## src/rtl/wpa_pkg.sv

```systemverilog
// wpa_pkg: shared types and codes of the worker pool allocator
// command and status codes, payload word types, control state type
// no dependencies
`default_nettype none

package wpa_pkg;

    localparam int PROC_W   = 4;
    localparam int THREAD_W = 6;
    localparam int COUNT_W  = 7;
    localparam int CMD_W    = 2;
    localparam int STATUS_W = 2;
    localparam int ACTIVE_W = 5;

    localparam logic [CMD_W-1:0] CMD_RELEASE = 2'd0;
    localparam logic [CMD_W-1:0] CMD_ALL     = 2'd1;
    localparam logic [CMD_W-1:0] CMD_FIRST   = 2'd2;
    localparam logic [CMD_W-1:0] CMD_NAMED   = 2'd3;

    localparam logic [STATUS_W-1:0] STATUS_GRANTED  = 2'd0;
    localparam logic [STATUS_W-1:0] STATUS_REFUSED  = 2'd1;
    localparam logic [STATUS_W-1:0] STATUS_BAD_PROC = 2'd2;

    localparam logic [ACTIVE_W-1:0] ACTIVE_RESET = 5'd16;

    typedef struct packed {
        logic [CMD_W-1:0]    command;
        logic [PROC_W-1:0]   process_id;
        logic [THREAD_W-1:0] thread_id;
        logic [COUNT_W-1:0]  count;
    } in_word_t;

    typedef struct packed {
        logic [STATUS_W-1:0] status;
        logic                has_pair;
        logic [PROC_W-1:0]   process_out;
        logic [THREAD_W-1:0] thread_out;
        logic                last;
    } out_word_t;

    typedef enum logic [2:0] {
        ST_IDLE,
        ST_COUNT,
        ST_DECIDE,
        ST_TAKE,
        ST_RESP
    } state_t;

endpackage

`default_nettype wire

```

## src/rtl/worker_pool_allocator_core.sv

```systemverilog
// worker_pool_allocator_core: pool of free worker thread ids with owning processes
// owner memory with registered read, free flags in flops, scan sequencer
// depends on wpa_pkg
//
// Usage: commands arrive on in_valid/in_ready as in_word_t; results leave on
// out_valid/out_ready as out_word_t, one word per granted thread or a single
// status word otherwise, the final word of each command marked with last.
// cfg_write_en/cfg_write_data set the number of active processes; the user
// writes them only while the block is idle; the block does not enforce this.
// One command is handled at a time; in_ready is high only when idle.
// A release or any command answered without scanning goes through ST_RESP
// to the output register. An allocation scans the owner memory once to
// count free threads per process, decides in ST_DECIDE, then makes one scan
// per granted process, ending early once count threads are found; the
// all-process command makes one scan for each active process. The owner
// memory's single read port sets the pace: one thread id per cycle.
// When the receiver stalls, the scan holds on the pending thread and resumes
// when the output register frees. Reset empties the pool (free flags cleared),
// sets the active process count to 16 and returns to idle; no clearing pass.
`default_nettype none

module worker_pool_allocator_core #(
    parameter int THREAD_IDS = 64,
    parameter int PROCESSES  = 16
) (
    input  wire                                clk,
    input  wire                                rst_n,
    input  wire                                in_valid,
    output logic                               in_ready,
    input  wpa_pkg::in_word_t                  in_word,
    output logic                               out_valid,
    input  wire                                out_ready,
    output wpa_pkg::out_word_t                 out_word,
    input  wire                                cfg_write_en,
    input  wire  [wpa_pkg::ACTIVE_W-1:0]       cfg_write_data
);

    localparam int IW = (THREAD_IDS > 1) ? $clog2(THREAD_IDS) : 1;
    localparam logic [IW-1:0] LAST_IDX = IW'(THREAD_IDS - 1);

    // owner memory
    logic [wpa_pkg::PROC_W-1:0] owner_mem [THREAD_IDS];

    wpa_pkg::state_t state_reg, state_next;

    logic [THREAD_IDS-1:0]           free_reg;
    logic [wpa_pkg::ACTIVE_W-1:0]    active_reg;
    logic [wpa_pkg::CMD_W-1:0]       cmd_reg;
    logic [wpa_pkg::PROC_W-1:0]      pid_reg;
    logic [wpa_pkg::COUNT_W-1:0]     cnt_reg;
    logic [wpa_pkg::STATUS_W-1:0]    resp_status_reg;
    logic [wpa_pkg::STATUS_W-1:0]    resp_status_next;
    logic [IW-1:0]                   ptr_reg;
    logic                            issuing_reg;
    logic                            dvalid_reg;
    logic [IW-1:0]                   didx_reg;
    logic [wpa_pkg::PROC_W-1:0]      rdata_reg;
    logic [wpa_pkg::COUNT_W-1:0]     got_reg;
    logic [wpa_pkg::PROC_W-1:0]      cur_proc_reg;
    logic [wpa_pkg::PROC_W-1:0]      last_proc_reg;
    logic [wpa_pkg::COUNT_W-1:0]     proc_cnt_reg [PROCESSES];
    logic                            out_valid_reg;
    wpa_pkg::out_word_t              out_word_reg;

    logic                            accept;
    logic                            pid_ok;
    logic                            tid_ok;
    logic                            quick;
    logic [wpa_pkg::ACTIVE_W-1:0]    np;
    logic                            out_free;
    logic                            d_match;
    logic                            emit;
    logic                            stall;
    logic                            pass_done;
    logic                            take_end;
    logic                            count_end;
    logic                            scanning;
    logic                            rd_en;
    logic [PROCESSES-1:0]            enough;
    logic                            grant_ok;
    logic [wpa_pkg::PROC_W-1:0]      grant_first;
    logic [wpa_pkg::PROC_W-1:0]      grant_last;

    assign out_valid = out_valid_reg;
    assign out_word  = out_word_reg;

    assign accept   = in_valid && in_ready;
    assign pid_ok   = 32'(in_word.process_id) < PROCESSES;
    assign tid_ok   = 32'(in_word.thread_id) < THREAD_IDS;
    assign np       = (32'(active_reg) > PROCESSES) ? wpa_pkg::ACTIVE_W'(PROCESSES) : active_reg;
    assign out_free = !out_valid_reg || out_ready;

    assign d_match   = dvalid_reg && free_reg[didx_reg] && (rdata_reg == cur_proc_reg);
    assign emit      = (state_reg == wpa_pkg::ST_TAKE) && d_match;
    assign stall     = emit && !out_free;
    assign pass_done = emit && out_free && ((got_reg + 1'b1) == cnt_reg);
    assign take_end  = pass_done && (cur_proc_reg == last_proc_reg);
    assign count_end = (state_reg == wpa_pkg::ST_COUNT) && dvalid_reg && (didx_reg == LAST_IDX);

    always_comb
    begin
        quick = 1'b0;
        resp_status_next = wpa_pkg::STATUS_GRANTED;
        if ((in_word.command == wpa_pkg::CMD_RELEASE || in_word.command == wpa_pkg::CMD_NAMED)
            && !pid_ok)
        begin
            quick = 1'b1;
            resp_status_next = wpa_pkg::STATUS_BAD_PROC;
        end
        else if (in_word.command == wpa_pkg::CMD_RELEASE || in_word.count == '0
                 || (in_word.command == wpa_pkg::CMD_ALL && np == '0))
        begin
            quick = 1'b1;
        end
    end

    // grant decision over the per-process counts
    always_comb
    begin
        grant_ok    = 1'b0;
        grant_first = '0;
        grant_last  = '0;
        for (int p = 0; p < PROCESSES; p++)
        begin
            enough[p] = proc_cnt_reg[p] >= cnt_reg;
        end
        unique case (cmd_reg)
            wpa_pkg::CMD_ALL:
            begin
                grant_ok   = 1'b1;
                grant_last = wpa_pkg::PROC_W'(np - 1'b1);
                for (int p = 0; p < PROCESSES; p++)
                begin
                    if (32'(np) > p && !enough[p])
                    begin
                        grant_ok = 1'b0;
                    end
                end
            end
            wpa_pkg::CMD_FIRST:
            begin
                for (int p = PROCESSES - 1; p >= 0; p--)
                begin
                    if (enough[p])
                    begin
                        grant_ok    = 1'b1;
                        grant_first = wpa_pkg::PROC_W'(p);
                        grant_last  = wpa_pkg::PROC_W'(p);
                    end
                end
            end
            wpa_pkg::CMD_NAMED:
            begin
                grant_ok    = enough[pid_reg];
                grant_first = pid_reg;
                grant_last  = pid_reg;
            end
            default:
            begin
                grant_ok = 1'b0;
            end
        endcase
    end

    // next state
    always_comb
    begin
        state_next = state_reg;
        unique case (state_reg)
            wpa_pkg::ST_IDLE:
            begin
                if (accept)
                begin
                    state_next = quick ? wpa_pkg::ST_RESP : wpa_pkg::ST_COUNT;
                end
            end
            wpa_pkg::ST_COUNT:
            begin
                if (count_end)
                begin
                    state_next = wpa_pkg::ST_DECIDE;
                end
            end
            wpa_pkg::ST_DECIDE:
            begin
                state_next = grant_ok ? wpa_pkg::ST_TAKE : wpa_pkg::ST_RESP;
            end
            wpa_pkg::ST_TAKE:
            begin
                if (take_end)
                begin
                    state_next = wpa_pkg::ST_IDLE;
                end
            end
            wpa_pkg::ST_RESP:
            begin
                if (out_free)
                begin
                    state_next = wpa_pkg::ST_IDLE;
                end
            end
            default:
            begin
                state_next = wpa_pkg::ST_IDLE;
            end
        endcase
    end

    // control outputs
    always_comb
    begin
        in_ready = (state_reg == wpa_pkg::ST_IDLE);
        scanning = (state_reg == wpa_pkg::ST_COUNT) || (state_reg == wpa_pkg::ST_TAKE);
        rd_en    = scanning && issuing_reg && !stall;
    end

    always_ff @(posedge clk or negedge rst_n)
    begin
        if (!rst_n)
        begin
            state_reg <= wpa_pkg::ST_IDLE;
        end
        else
        begin
            state_reg <= state_next;
        end
    end

    always_ff @(posedge clk or negedge rst_n)
    begin
        if (!rst_n)
        begin
            active_reg <= wpa_pkg::ACTIVE_RESET;
        end
        else if (cfg_write_en)
        begin
            active_reg <= cfg_write_data;
        end
    end

    // owner memory write and read
    always_ff @(posedge clk)
    begin
        if (accept && in_word.command == wpa_pkg::CMD_RELEASE && pid_ok && tid_ok)
        begin
            owner_mem[in_word.thread_id[IW-1:0]] <= in_word.process_id;
        end
        if (rd_en)
        begin
            rdata_reg <= owner_mem[ptr_reg];
        end
    end

    always_ff @(posedge clk or negedge rst_n)
    begin
        if (!rst_n)
        begin
            free_reg <= '0;
        end
        else if (accept && in_word.command == wpa_pkg::CMD_RELEASE && pid_ok && tid_ok)
        begin
            free_reg[in_word.thread_id[IW-1:0]] <= 1'b1;
        end
        else if (emit && out_free)
        begin
            free_reg[didx_reg] <= 1'b0;
        end
    end

    // scan sequencer
    always_ff @(posedge clk or negedge rst_n)
    begin
        if (!rst_n)
        begin
            issuing_reg <= 1'b0;
            dvalid_reg  <= 1'b0;
        end
        else if ((accept && !quick) || (state_reg == wpa_pkg::ST_DECIDE && grant_ok)
                 || (pass_done && !take_end))
        begin
            issuing_reg <= 1'b1;
            dvalid_reg  <= 1'b0;
        end
        else if (scanning && !stall)
        begin
            dvalid_reg <= issuing_reg;
            if (issuing_reg && ptr_reg == LAST_IDX)
            begin
                issuing_reg <= 1'b0;
            end
        end
        else if (!scanning)
        begin
            issuing_reg <= 1'b0;
            dvalid_reg  <= 1'b0;
        end
    end

    always_ff @(posedge clk)
    begin
        if ((accept && !quick) || (state_reg == wpa_pkg::ST_DECIDE && grant_ok)
            || (pass_done && !take_end))
        begin
            ptr_reg <= '0;
        end
        else if (rd_en)
        begin
            didx_reg <= ptr_reg;
            if (ptr_reg != LAST_IDX)
            begin
                ptr_reg <= ptr_reg + 1'b1;
            end
        end
    end

    // command latch and take progress
    always_ff @(posedge clk)
    begin
        if (accept)
        begin
            cmd_reg         <= in_word.command;
            pid_reg         <= in_word.process_id;
            cnt_reg         <= in_word.count;
            resp_status_reg <= resp_status_next;
        end
        else if (state_reg == wpa_pkg::ST_DECIDE)
        begin
            cur_proc_reg    <= grant_first;
            last_proc_reg   <= grant_last;
            got_reg         <= '0;
            resp_status_reg <= wpa_pkg::STATUS_REFUSED;
        end
        else if (pass_done)
        begin
            cur_proc_reg <= cur_proc_reg + 1'b1;
            got_reg      <= '0;
        end
        else if (emit && out_free)
        begin
            got_reg <= got_reg + 1'b1;
        end
    end

    // per-process free counts
    always_ff @(posedge clk)
    begin
        for (int p = 0; p < PROCESSES; p++)
        begin
            if (accept)
            begin
                proc_cnt_reg[p] <= '0;
            end
            else if (state_reg == wpa_pkg::ST_COUNT && dvalid_reg && free_reg[didx_reg]
                     && rdata_reg == wpa_pkg::PROC_W'(p))
            begin
                proc_cnt_reg[p] <= proc_cnt_reg[p] + 1'b1;
            end
        end
    end

    // output register
    always_ff @(posedge clk or negedge rst_n)
    begin
        if (!rst_n)
        begin
            out_valid_reg <= 1'b0;
        end
        else if ((state_reg == wpa_pkg::ST_RESP || emit) && out_free)
        begin
            out_valid_reg <= 1'b1;
        end
        else if (out_ready)
        begin
            out_valid_reg <= 1'b0;
        end
    end

    always_ff @(posedge clk)
    begin
        if (state_reg == wpa_pkg::ST_RESP && out_free)
        begin
            out_word_reg.status      <= resp_status_reg;
            out_word_reg.has_pair    <= 1'b0;
            out_word_reg.process_out <= '0;
            out_word_reg.thread_out  <= '0;
            out_word_reg.last        <= 1'b1;
        end
        else if (emit && out_free)
        begin
            out_word_reg.status      <= wpa_pkg::STATUS_GRANTED;
            out_word_reg.has_pair    <= 1'b1;
            out_word_reg.process_out <= cur_proc_reg;
            out_word_reg.thread_out  <= wpa_pkg::THREAD_W'(didx_reg);
            out_word_reg.last        <= take_end;
        end
    end

endmodule

`default_nettype wire

```

## config.mk

```make
export PLATFORM = sky130hd
export DESIGN_NAME = worker_pool_allocator_core
export DESIGN_NICKNAME = d
export VERILOG_FILES = /design/src/rtl/wpa_pkg.sv /design/src/rtl/worker_pool_allocator_core.sv
export SDC_FILE = /design/constraint.sdc
export NUM_CORES = 1
export LEC_CHECK = 0
export BUFFER_PORTS_ARGS = -buffer_cell sky130_fd_sc_hd__buf_2
export CAP_MARGIN = 20
export CORE_ASPECT_RATIO = 1.4
export CORE_MARGIN = 5
export CORE_UTILIZATION = 63
export CTS_CLUSTER_SIZE = 24
export DETAILED_ROUTE_END_ITERATION = 8
export PLACE_DENSITY = 0.8
export SLEW_MARGIN = 20
export SYNTH_ARGS = -nofsm -noshare
export SYNTH_HDL_FRONTEND = slang
export SYNTH_SLANG_ARGS = --single-unit
```

## constraint.sdc

```tcl
create_clock -name clk -period 3.75 [get_ports clk]
set_input_delay 0.75 -clock clk [delete_from_list [all_inputs] [get_ports clk]]
set_output_delay 0.75 -clock clk [all_outputs]
set_load 0.05 [all_outputs]
```

== After elaboration in Yosys (flattened, before gate mapping) ==
Memories as Yosys holds them, arrays and structs flattened. A register that Yosys moved wholly into a read port is not among the register bits.
Index checks and enable logic that the tools add are counted.
W data, S select, Z words.

* $add $sub $neg: 20
* Reduce and logical (&&, ||, !) cells: 102
* Equality and inequality tests: 35
* Bitwise gates (word level): 21
* $lt $le $gt $ge: 38
* Mux-type cells: 151

{| class="wikitable"
|+ Operators with widths
! kind !! count
|-
| $mux W64 || 2
|-
| $add A7 B1 Y7 const B || 17
|-
| $mux W7 || 17
|-
| $ge A7 B7 Y1 || 16
|-
| $mux W1 || 97
|-
| $mux W4 || 18
|-
| $and A64 B64 Y64 || 1
|-
| $not A64 Y64 || 1
|-
| $or A64 B64 Y64 || 1
|-
| $logic_and A1 B1 Y1 || 56
|-
| $gt A5 B4 Y1 const B || 8
|-
| $eq A4 B4 Y1 const B || 8
|-
| $mux W13 || 2
|-
| $logic_not A1 Y1 || 21
|-
| $gt A5 B3 Y1 const B || 4
|-
| $mux W3 || 6
|-
| $eq A4 B3 Y1 const B || 4
|-
| $or A1 B1 Y1 || 16
|-
| $pmux W3 S5 || 1
|-
| $lt A6 B7 Y1 const B || 2
|-
| $demux W1 S6 || 2
|-
| $eq A6 B6 Y1 const B || 2
|-
| $ge A6 B1 Y1 const B || 2
|-
| $pmux W4 S3 || 1
|-
| other kinds (38) || 62
|}

* Word-level logic and storage cells: 389
* Memories kept: 2
* Input bits: 29
* Output and inout bits: 16
* Register bits: 129
* RAM bits: 368

{| class="wikitable"
|+ Memories
! memory !! depth !! bits a word !! read ports !! clocked after memory_dff !! wr ports !! RTL line !! source
|-
| owner_mem || 64 || 4 || 1 || 1 || 1 || worker_pool_allocator_core.sv:42 || <nowiki>logic [wpa_pkg::PROC_W-1:0] owner_mem [THREAD_IDS];</nowiki>
|-
| proc_cnt_reg || 16 || 7 || 16 || 0 || 16 || worker_pool_allocator_core.sv:61 || <nowiki>logic [wpa_pkg::COUNT_W-1:0] proc_cnt_reg [PROCESSES];</nowiki>
|}

== Depth between registers and ports, before layout ==
Gate-level depths: netlist (run 1).

* Word-level depth: 26
* Depth in mapped cells: 12
* Mapped depth without buffers: 11

== Worst setup path before layout (run 1) ==
OpenSTA, ideal clock, no wires.

* Path type: reg-to-reg
* From: register state_reg[1]
* To: memory owner_mem[46][0] in the netlist's numbering, enable pin
* Buffers on the path: 0
* Period minus slack after synthesis: 3.192 ns
* Slack: 0.558 ns
* Required time: 3.413 ns
* Stages on the path, launching flop included: 6
* Library setup time: 0.337 ns
* Arrival time: 2.855 ns
* Cell sequence: dfrtp_1 > nor3_1 > nand2_1 > nor4_1 > nand3_1 > nor2_1

* Cells in the longest elaborated chain, start to end: 5

{| class="wikitable"
|+ RTL lines
! item !! RTL line !! source
|-
| from (decl) || worker_pool_allocator_core.sv:44 || <nowiki>wpa_pkg::state_t state_reg, state_next;</nowiki>
|-
| from (signal assigned) || worker_pool_allocator_core.sv:221 || <nowiki>state_reg <= wpa_pkg::ST_IDLE;</nowiki>
|-
| from (signal assigned) || worker_pool_allocator_core.sv:225 || <nowiki>state_reg <= state_next;</nowiki>
|-
| $logic_not A3 Y1 || worker_pool_allocator_core.sv:212 || <nowiki>in_ready = (state_reg == wpa_pkg::ST_IDLE);</nowiki>
|-
| via in_ready || worker_pool_allocator_core.sv:29 || <nowiki>output logic in_ready,</nowiki>
|-
| $logic_and A1 B1 Y1 || worker_pool_allocator_core.sv:87 || <nowiki>assign accept = in_valid && in_ready;</nowiki>
|-
| $logic_and A1 B1 Y1 || worker_pool_allocator_core.sv:244 || <nowiki>if (accept && in_word.command == wpa_pkg::CMD_RELEASE && pid_ok && tid_ok)</nowiki>
|-
| $mux W1 || worker_pool_allocator_core.sv:244 ||
|-
| $mux W1 (not written as such) || worker_pool_allocator_core.sv:246 || <nowiki>owner_mem[in_word.thread_id[IW-1:0]] <= in_word.process_id;</nowiki>
|-
| to (decl) || worker_pool_allocator_core.sv:42 ||
|}

The timed path passes the listed nets, and every way through them passes these cells.

== Final worst setup path (run 1) ==
* From: register cnt_reg[5] in the netlist's numbering
* To: register issuing_reg

* Cells in the longest elaborated chain, start to end: 25
* Elaborated cells on any way between the ends: 95
* Classes of those cells: order compare: 16; eq/ne: 3; mux: 36; reduce/logical: 40

{| class="wikitable"
|+ RTL lines
! item !! RTL line !! source
|-
| from (decl) || worker_pool_allocator_core.sv:50 || <nowiki>logic [wpa_pkg::COUNT_W-1:0] cnt_reg;</nowiki>
|-
| from (signal assigned) || worker_pool_allocator_core.sv:323 || <nowiki>cnt_reg <= in_word.count;</nowiki>
|-
| $ge A7 B7 Y1 || worker_pool_allocator_core.sv:125 || <nowiki>enough[p] = proc_cnt_reg[p] >= cnt_reg;</nowiki>
|-
| $logic_not A1 Y1 || worker_pool_allocator_core.sv:134 || <nowiki>if (32'(np) > p && !enough[p])</nowiki>
|-
| $logic_and A1 B1 Y1 || worker_pool_allocator_core.sv:134 ||
|-
| $mux W1 (16 in series) || worker_pool_allocator_core.sv:134 ||
|-
| $pmux W1 S3 || worker_pool_allocator_core.sv:127 || <nowiki>unique case (cmd_reg)</nowiki>
|-
| $logic_and A1 B1 Y1 || worker_pool_allocator_core.sv:278 || <nowiki>else if ((accept && !quick) || (state_reg == wpa_pkg::ST_DECIDE && grant_ok)</nowiki>
|-
| $logic_or A1 B1 Y1 || worker_pool_allocator_core.sv:278 ||
|-
| $logic_or A1 B1 Y1 (*) || worker_pool_allocator_core.sv:279 || <nowiki>|| (pass_done && !take_end))</nowiki>
|-
| $ne A3 B2 Y1 (no source line) / $ne A3 B1 Y1 (equally long branches) || n/a ||
|-
| $reduce_and A2 Y1 (no source line) || n/a ||
|-
| to (signal assigned) || worker_pool_allocator_core.sv:275 || <nowiki>issuing_reg <= 1'b0;</nowiki>
|-
| to (signal assigned) || worker_pool_allocator_core.sv:281 || <nowiki>issuing_reg <= 1'b1;</nowiki>
|-
| to (signal assigned) || worker_pool_allocator_core.sv:289 || <nowiki>issuing_reg <= 1'b0;</nowiki>
|-
| to (decl) || worker_pool_allocator_core.sv:54 || <nowiki>logic issuing_reg;</nowiki>
|}

Every way passes the cells marked *; elsewhere a longest branch is shown, timed or not. The select of a mux whose other input is x is not followed.
A chain may end at the register's enable or synchronous reset.

==> metrics, run 1 <==
outcome=finished clean; routed vias/inst=6.39; setup TNS=0 ps; share of layout cells above drive strength 1=0.161; P&R area growth vs syn=11.9%; Pleak=10.1 nW; Fmax achieved=284 MHz; Initial Util=0.635; vias in the first global route=16.5k; # clock sinks=501; Max VDD drop=0.527 mV; met1 wire length=21100 µm; critical path required time=4170 ps; worst hold path type=input pin to async pin; Mapped Cells=1864; Worst Setup SP=cnt_reg[5]; worst skew pair latency=560 ps; slew margin rel.=0.183; CTS Buffer Depth=3; I/O pins=45; crit path cell chain=inv_1 -> buf_4 -> ha_1 -> nand2_1 -> o21ai_0 -> a21oi_1 -> buf_4 -> nand4_1 -> o41ai_1 -> and2_1 -> a21oi_1 -> or4_1; H-tree levels=2; DRT Wirelength=60100 µm; CTS Buf Count=46; detailed route wirelength on metal2=31700 µm; Final ANT Viol Nets=0; Slew @ Worst Pin=1220 ps; met3 wire length=3900 µm; CP delay by family, top=simple AND/OR/NAND/NOR gates; area of the core=38300 µm²; initial antenna violation count=2; non-filler cells, final=2507; minimum clock period=3520 ps; gr ovfl total=0; placed insts=2409; WP buf/inv=3; Largest register FFs=256; gr usage total=0.282; #FFs+latches synth=501; first-pass GRT wire length=92800 µm; Via Count=16.0k; P per Cell Area=590 nW/µm²; ys flop type=edfxtp_1; final routed DRC violation total=0; Worst Path Arrival=3930 ps; first-pass iteration count of the detailed router=7; final setup skew=17.9 ps; wire length per cell=24.0 µm; WS Path Type=flip-flop to flip-flop; total of max-cap violations=0; CTS tree=built; Reg-to-Reg Start=cnt_reg[5]; Post-Syn Area=24300 µm²; # setup viols final=0; die area=42700 µm²; slowest CP cell=or4_1; post-synthesis async set-or-reset flop share=0.150; GPL Wtd Cong=0.941; Rows=85; final hold vios=0; Post-synth EDFFs=407; CP Capture Type=flip-flop; DRT iter0 DRCs=1514; Worst path max stage delay=520 ps; nets@finish=2156; synth warn=0; Die H=243 µm; Worst Path Max Fanout=9; die extent in x=176 µm; Yosys cell types=72; Final period util=0.938; largest net degree at the start of global routing=76; syn avg cell area=13.1 µm²; max-slew violations=0; hpwl dp=42300 µm; Seq/Total Area, Yosys=0.595; top sig layer=met5; CP startpoint kind=flip-flop; synthesized net count=2029; PortBufs=43; Root Driver=clkbuf_16; RSZ-0062 raised after global routing=false; clk slew on worst S/H paths=60 ps
## kinds of logic (layout without fill, tap and decap cells)
group | count (synthesis) | in the layout | share of synthesized area
simple gates | 651 | 651 | 0.122
xor+xnor | 109 | 109 | 0.0404
other cells | 1 | 2 | 0.000154
flops | 501 | 501 | 0.595
buf+inv | 99 | 263 | 0.0163
fa+ha+maj | 136 | 136 | 0.0700
compound gates | 260 | 260 | 0.0645
mux | 107 | 107 | 0.0913
## cell usage in the layout, fill, tap and decap left out, types with 6 or more instances in the layout
cell	synthesis	routed
edfxtp_1	407	407
nor2_1	297	297
ha_1	136	136
a21oi_1	119	119
nand2_1	117	116
mux4_2	91	91
buf_4	2	89
dfrtp_1	74	74
nand3_1	64	63
xnor2_1	63	63
clkbuf_16	0	47
o21ai_0	46	46
xor2_1	44	44
and3_1	41	41
inv_1	42	40
buf_2	7	38
nor2b_1	25	25
nand2b_1	23	23
nor3_1	23	19
dfxtp_1	19	16
nand4_1	15	15
clkbuf_1	34	15
a31oi_1	14	14
nor4_1	14	14
a21o_1	12	12
mux2_2	10	10
and2_1	8	8
a22oi_1	8	8
clkinvlp_4	0	7
a211oi_1	7	7
o21a_1	7	7
clkbuf_8	0	7
buf_12	0	7
a221oi_1	6	6
mux2i_1	6	6
## final timing paths
check / endpoint / slack, ps / cells past startpoint
setup / recovery: issuing_reg / 230 / 12
hold / removal: free_reg[36] / 220 / 1
min in group clk: cnt_reg[5] / 380 / 1
max in group asynchronous: state_reg[0] / 2950 / 1
hold reg to reg: resp_status_reg[0] / 480 / 2
setup reg to reg: issuing_reg / 230 / 12
## area by class of cell
| cell class | count | area [µm²] |
|---|---|---|
| flip-flops and latches | 501 | 14500 |
| clock inverters | 16 | 143 |
| diodes | 1 | 2.50 |
| multi-input cells | 1264 | 9480 |
| fillers | 2488 | 11100 |
| clock buffers | 69 | 1330 |
| inverters | 43 | 169 |
| repair buffers | 135 | 1010 |
| well taps | 478 | 598 |
## per-stage QoR
step                      setup slack [ps]   util  instance area [µm²]  hold slack [ps]  power [mW]
after floorplan                        558      -                24300              406        9.92
after global placement                 159  0.668                25600              447        11.3
after detailed placement               126  0.668                25600              456        11.5
after CTS                              111  0.707                27100              356        16.1
after global routing                  36.3  0.711                27200              290        16.8
final                                  232  0.711                27200              224        16.1
## routing by layer
layer,GRT usage,vias to the layer above
met5,0,-
met2,0.505,693
met3,0.0471,199
li1,-,7244
met4,0.137,2
met1,0.328,7885
## report_power, final
group | internal, mW | leakage, nW | switching (mW) | total (mW)
registers | 6.62 | 4.90 | 0.466 | 7.08
logic | 1.90 | 4.50 | 2.50 | 4.40
clock network | 2.59 | 0.705 | 1.99 | 4.58
## what timing repair did
action,CTS,global route
resized for setup,0,8
hold buffers,0,0
setup buffers,0,12
setup endpoints to repair,0,96
## cells in the mapped netlist, types with 42 or more instances
cell type	instances	share of area
a21oi_1	119	0.024
dfrtp_1	74	0.076
edfxtp_1	407	0.50
ha_1	136	0.070
inv_1	42	0.0065
mux4_2	91	0.084
nand2_1	117	0.018
nand3_1	64	0.013
nor2_1	297	0.046
o21ai_0	46	0.0095
xnor2_1	63	0.023
xor2_1	44	0.016
(Power assumes the default switching activity.)
==> run 2: changes to the inputs <==
Settings changed: CORE_UTILIZATION 63 to 57, GPL_TIMING_DRIVEN set to 0, PLACE_DENSITY 0.8 to 0.76.
Clock period 3.75 ns to 2.9 ns, I/O delays scaled along.
==> metrics, run 2 (synthesis results as in run 1) <==
Placement Setup Slack=-1340 ps; Rows=89; Worst Hold Endpoint=cnt_reg[2]; Via Count=17.1k; total of max-cap violations=0; Die H=254 µm; final setup skew=34.4 ps; PnR worst setup slack=-519 ps; Initial Util=0.576; Sw Ratio=0.333; CP delay by family, top=compound AO/OA/AOI/OAI gates; Comb power frac=0.316; total power=22.8 mW; routed vias/inst=6.44; minimum clock period=3420 ps; commonest non-fill, non-tap cell in the layout=edfxtp_1; first-pass GRT wire length=99500 µm; final hold vios=0; WS Path Type=flip-flop to flip-flop; die extent in x=185 µm; hold_sp=in_word[2]; RR Endpoint=ptr_reg[0]; DRT iter0 DRCs=1437; # clock sinks=501; top sig layer=met5; critical path required time=3370 ps; most frequent cells in the layout=407 x edfxtp_1, 180 x nor2_1, 122 x ha_1; first-pass iteration count of the detailed router=5; GPL Wtd Cong=0.985; Worst path max stage delay=490 ps; r2r worst-path depth=13; clk slew on worst S/H paths=70 ps; clock share of power=0.279; P per Cell Area=749 nW/µm²; slew margin rel.=0.0761; CTS tree=built; WP buf/inv=4; Root Driver=clkbuf_16; Reg-to-Reg Start=cnt_reg[0]; outcome=complete, but fails checks; wire length per cell=25.4 µm; CP Capture Type=flip-flop; largest net degree at the start of global routing=66; P&R area growth vs syn=24.9%; CTS Buffer Depth=3; nets@finish=2231; H-tree levels=2; area of the core=42200 µm²; met3 wire length=4920 µm; final routed DRC violation total=0; vias in the first global route=17.4k; Worst Path Arrival=3880 ps; CTS Buf Count=47; Final period util=1.18; Pleak=10.8 nW; share of layout cells above drive strength 1=0.344; Fmax achieved=293 MHz; crit path cell chain=buf_4 -> buf_6 -> ha_1 -> o21ai_0 -> a21oi_1 -> o32a_1 -> mux4_2 -> a22oi_2 -> o21a_1 -> a21oi_4 -> buf_4 -> buf_6 -> nor4_4; worst hold path type=input pin to flip-flop; Max VDD drop=0.583 mV; CP startpoint kind=flip-flop; DRT Wirelength=67200 µm; I/O pins=45; PortBufs=40; r2r setup slk=-520 ps; detailed route wirelength on metal2=35100 µm; initial antenna violation count=4; max-slew violations=0; # setup viols final=346; failing checks=negative setup slack; P_int=15.2 mW; gr ovfl total=0; gr usage total=0.276; sequential share of power=0.405; hold depth=1; worst skew pair latency=600 ps; Largest register FFs=256; Slew @ Worst Pin=1380 ps; Worst Path Max Fanout=10; slowest CP cell=mux4_2; RSZ-0062 raised after global routing=true; met1 wire length=23000 µm; Util after Layout=0.720; Final ANT Viol Nets=0; P_sw=7.58 mW; die area=47000 µm²; hpwl dp=42000 µm
run 2: cell types whose count changed in the layout (fill, tap and decap cells not counted), moves of 43 or more:
cell	change
a21oi_1	-72
a21oi_2	+63
buf_6	+43
nand2_1	-50
nor2_1	-117
nor2_2	+57
nor2_4	+60
run 2: final cells by class:
| cell class | instances | area, µm² |
|---|---|---|
| buffer | 54 | 372 |
| multi-input combinational | 1264 | 11700 |
| clock buffer | 59 | 1220 |
| fill | 2519 | 11800 |
| tap | 546 | 683 |
| sequential | 501 | 14500 |
| inverter | 43 | 191 |
| timing repair buffer | 155 | 1370 |
| antenna | 2 | 5.00 |
| clock inverter | 27 | 337 |
run 2: stage by stage:
stage          setup TNS (ps)  hold WS, ps  std cells  instance area, µm²
6_report              -113700          197       2651               30400
5_1_grt               -128370          171       2650               30400
4_1_cts                -63390          174       2627               29300
3_5_place_dp          -217720          423       2452               25400
3_3_place_gp          -205110          418       2450               25400
2_1_floorplan            -561          284       1864               24500
run 2: worst max path at each step:
stage	start	endpoint	slack, ps	depth (start not counted)
after CTS	cnt_reg[2]	issuing_reg	-390	12
after floorplan	cnt_reg[2]	issuing_reg	-130	11
final	cnt_reg[0]	ptr_reg[0]	-520	13
after detailed placement	cnt_reg[0]	issuing_reg	-1340	10
after global placement	cnt_reg[0]	issuing_reg	-1290	10
after global routing	cnt_reg[4]	ptr_reg[0]	-630	16
run 2: repair_timing:
| item | CTS | global route |
|---|---|---|
| gates resized for setup | 386 | 237 |
| setup buffers | 87 | 29 |
| pin swaps | 150 | 96 |
| endpoints found under the setup margin | 378 | 583 |
| cloned | 4 | 0 |
| hold buffers | 1 | 0 |
| hold endpoints to repair | 23 | 0 |
run 2: power groups by stage:
| stage | clock (mW) | sequential (mW) | combinational (mW) |
|---|---|---|---|
| 3_3_place_gp | 0 | 9.24 | 5.13 |
| 3_5_place_dp | 0 | 9.27 | 5.32 |
| 6_report | 6.35 | 9.21 | 7.20 |
| 2_1_floorplan | 0 | 9.14 | 3.75 |
| 5_1_grt | 6.73 | 9.27 | 7.64 |
| 4_1_cts | 6.40 | 9.15 | 6.47 |
run 2: layer usage:
layer  vias to the layer above  GRT usage
li1                       7417          -
met1                      8502      0.318
met2                       879      0.502
met3                       283     0.0451
met4                         4      0.133
met5                         -          0
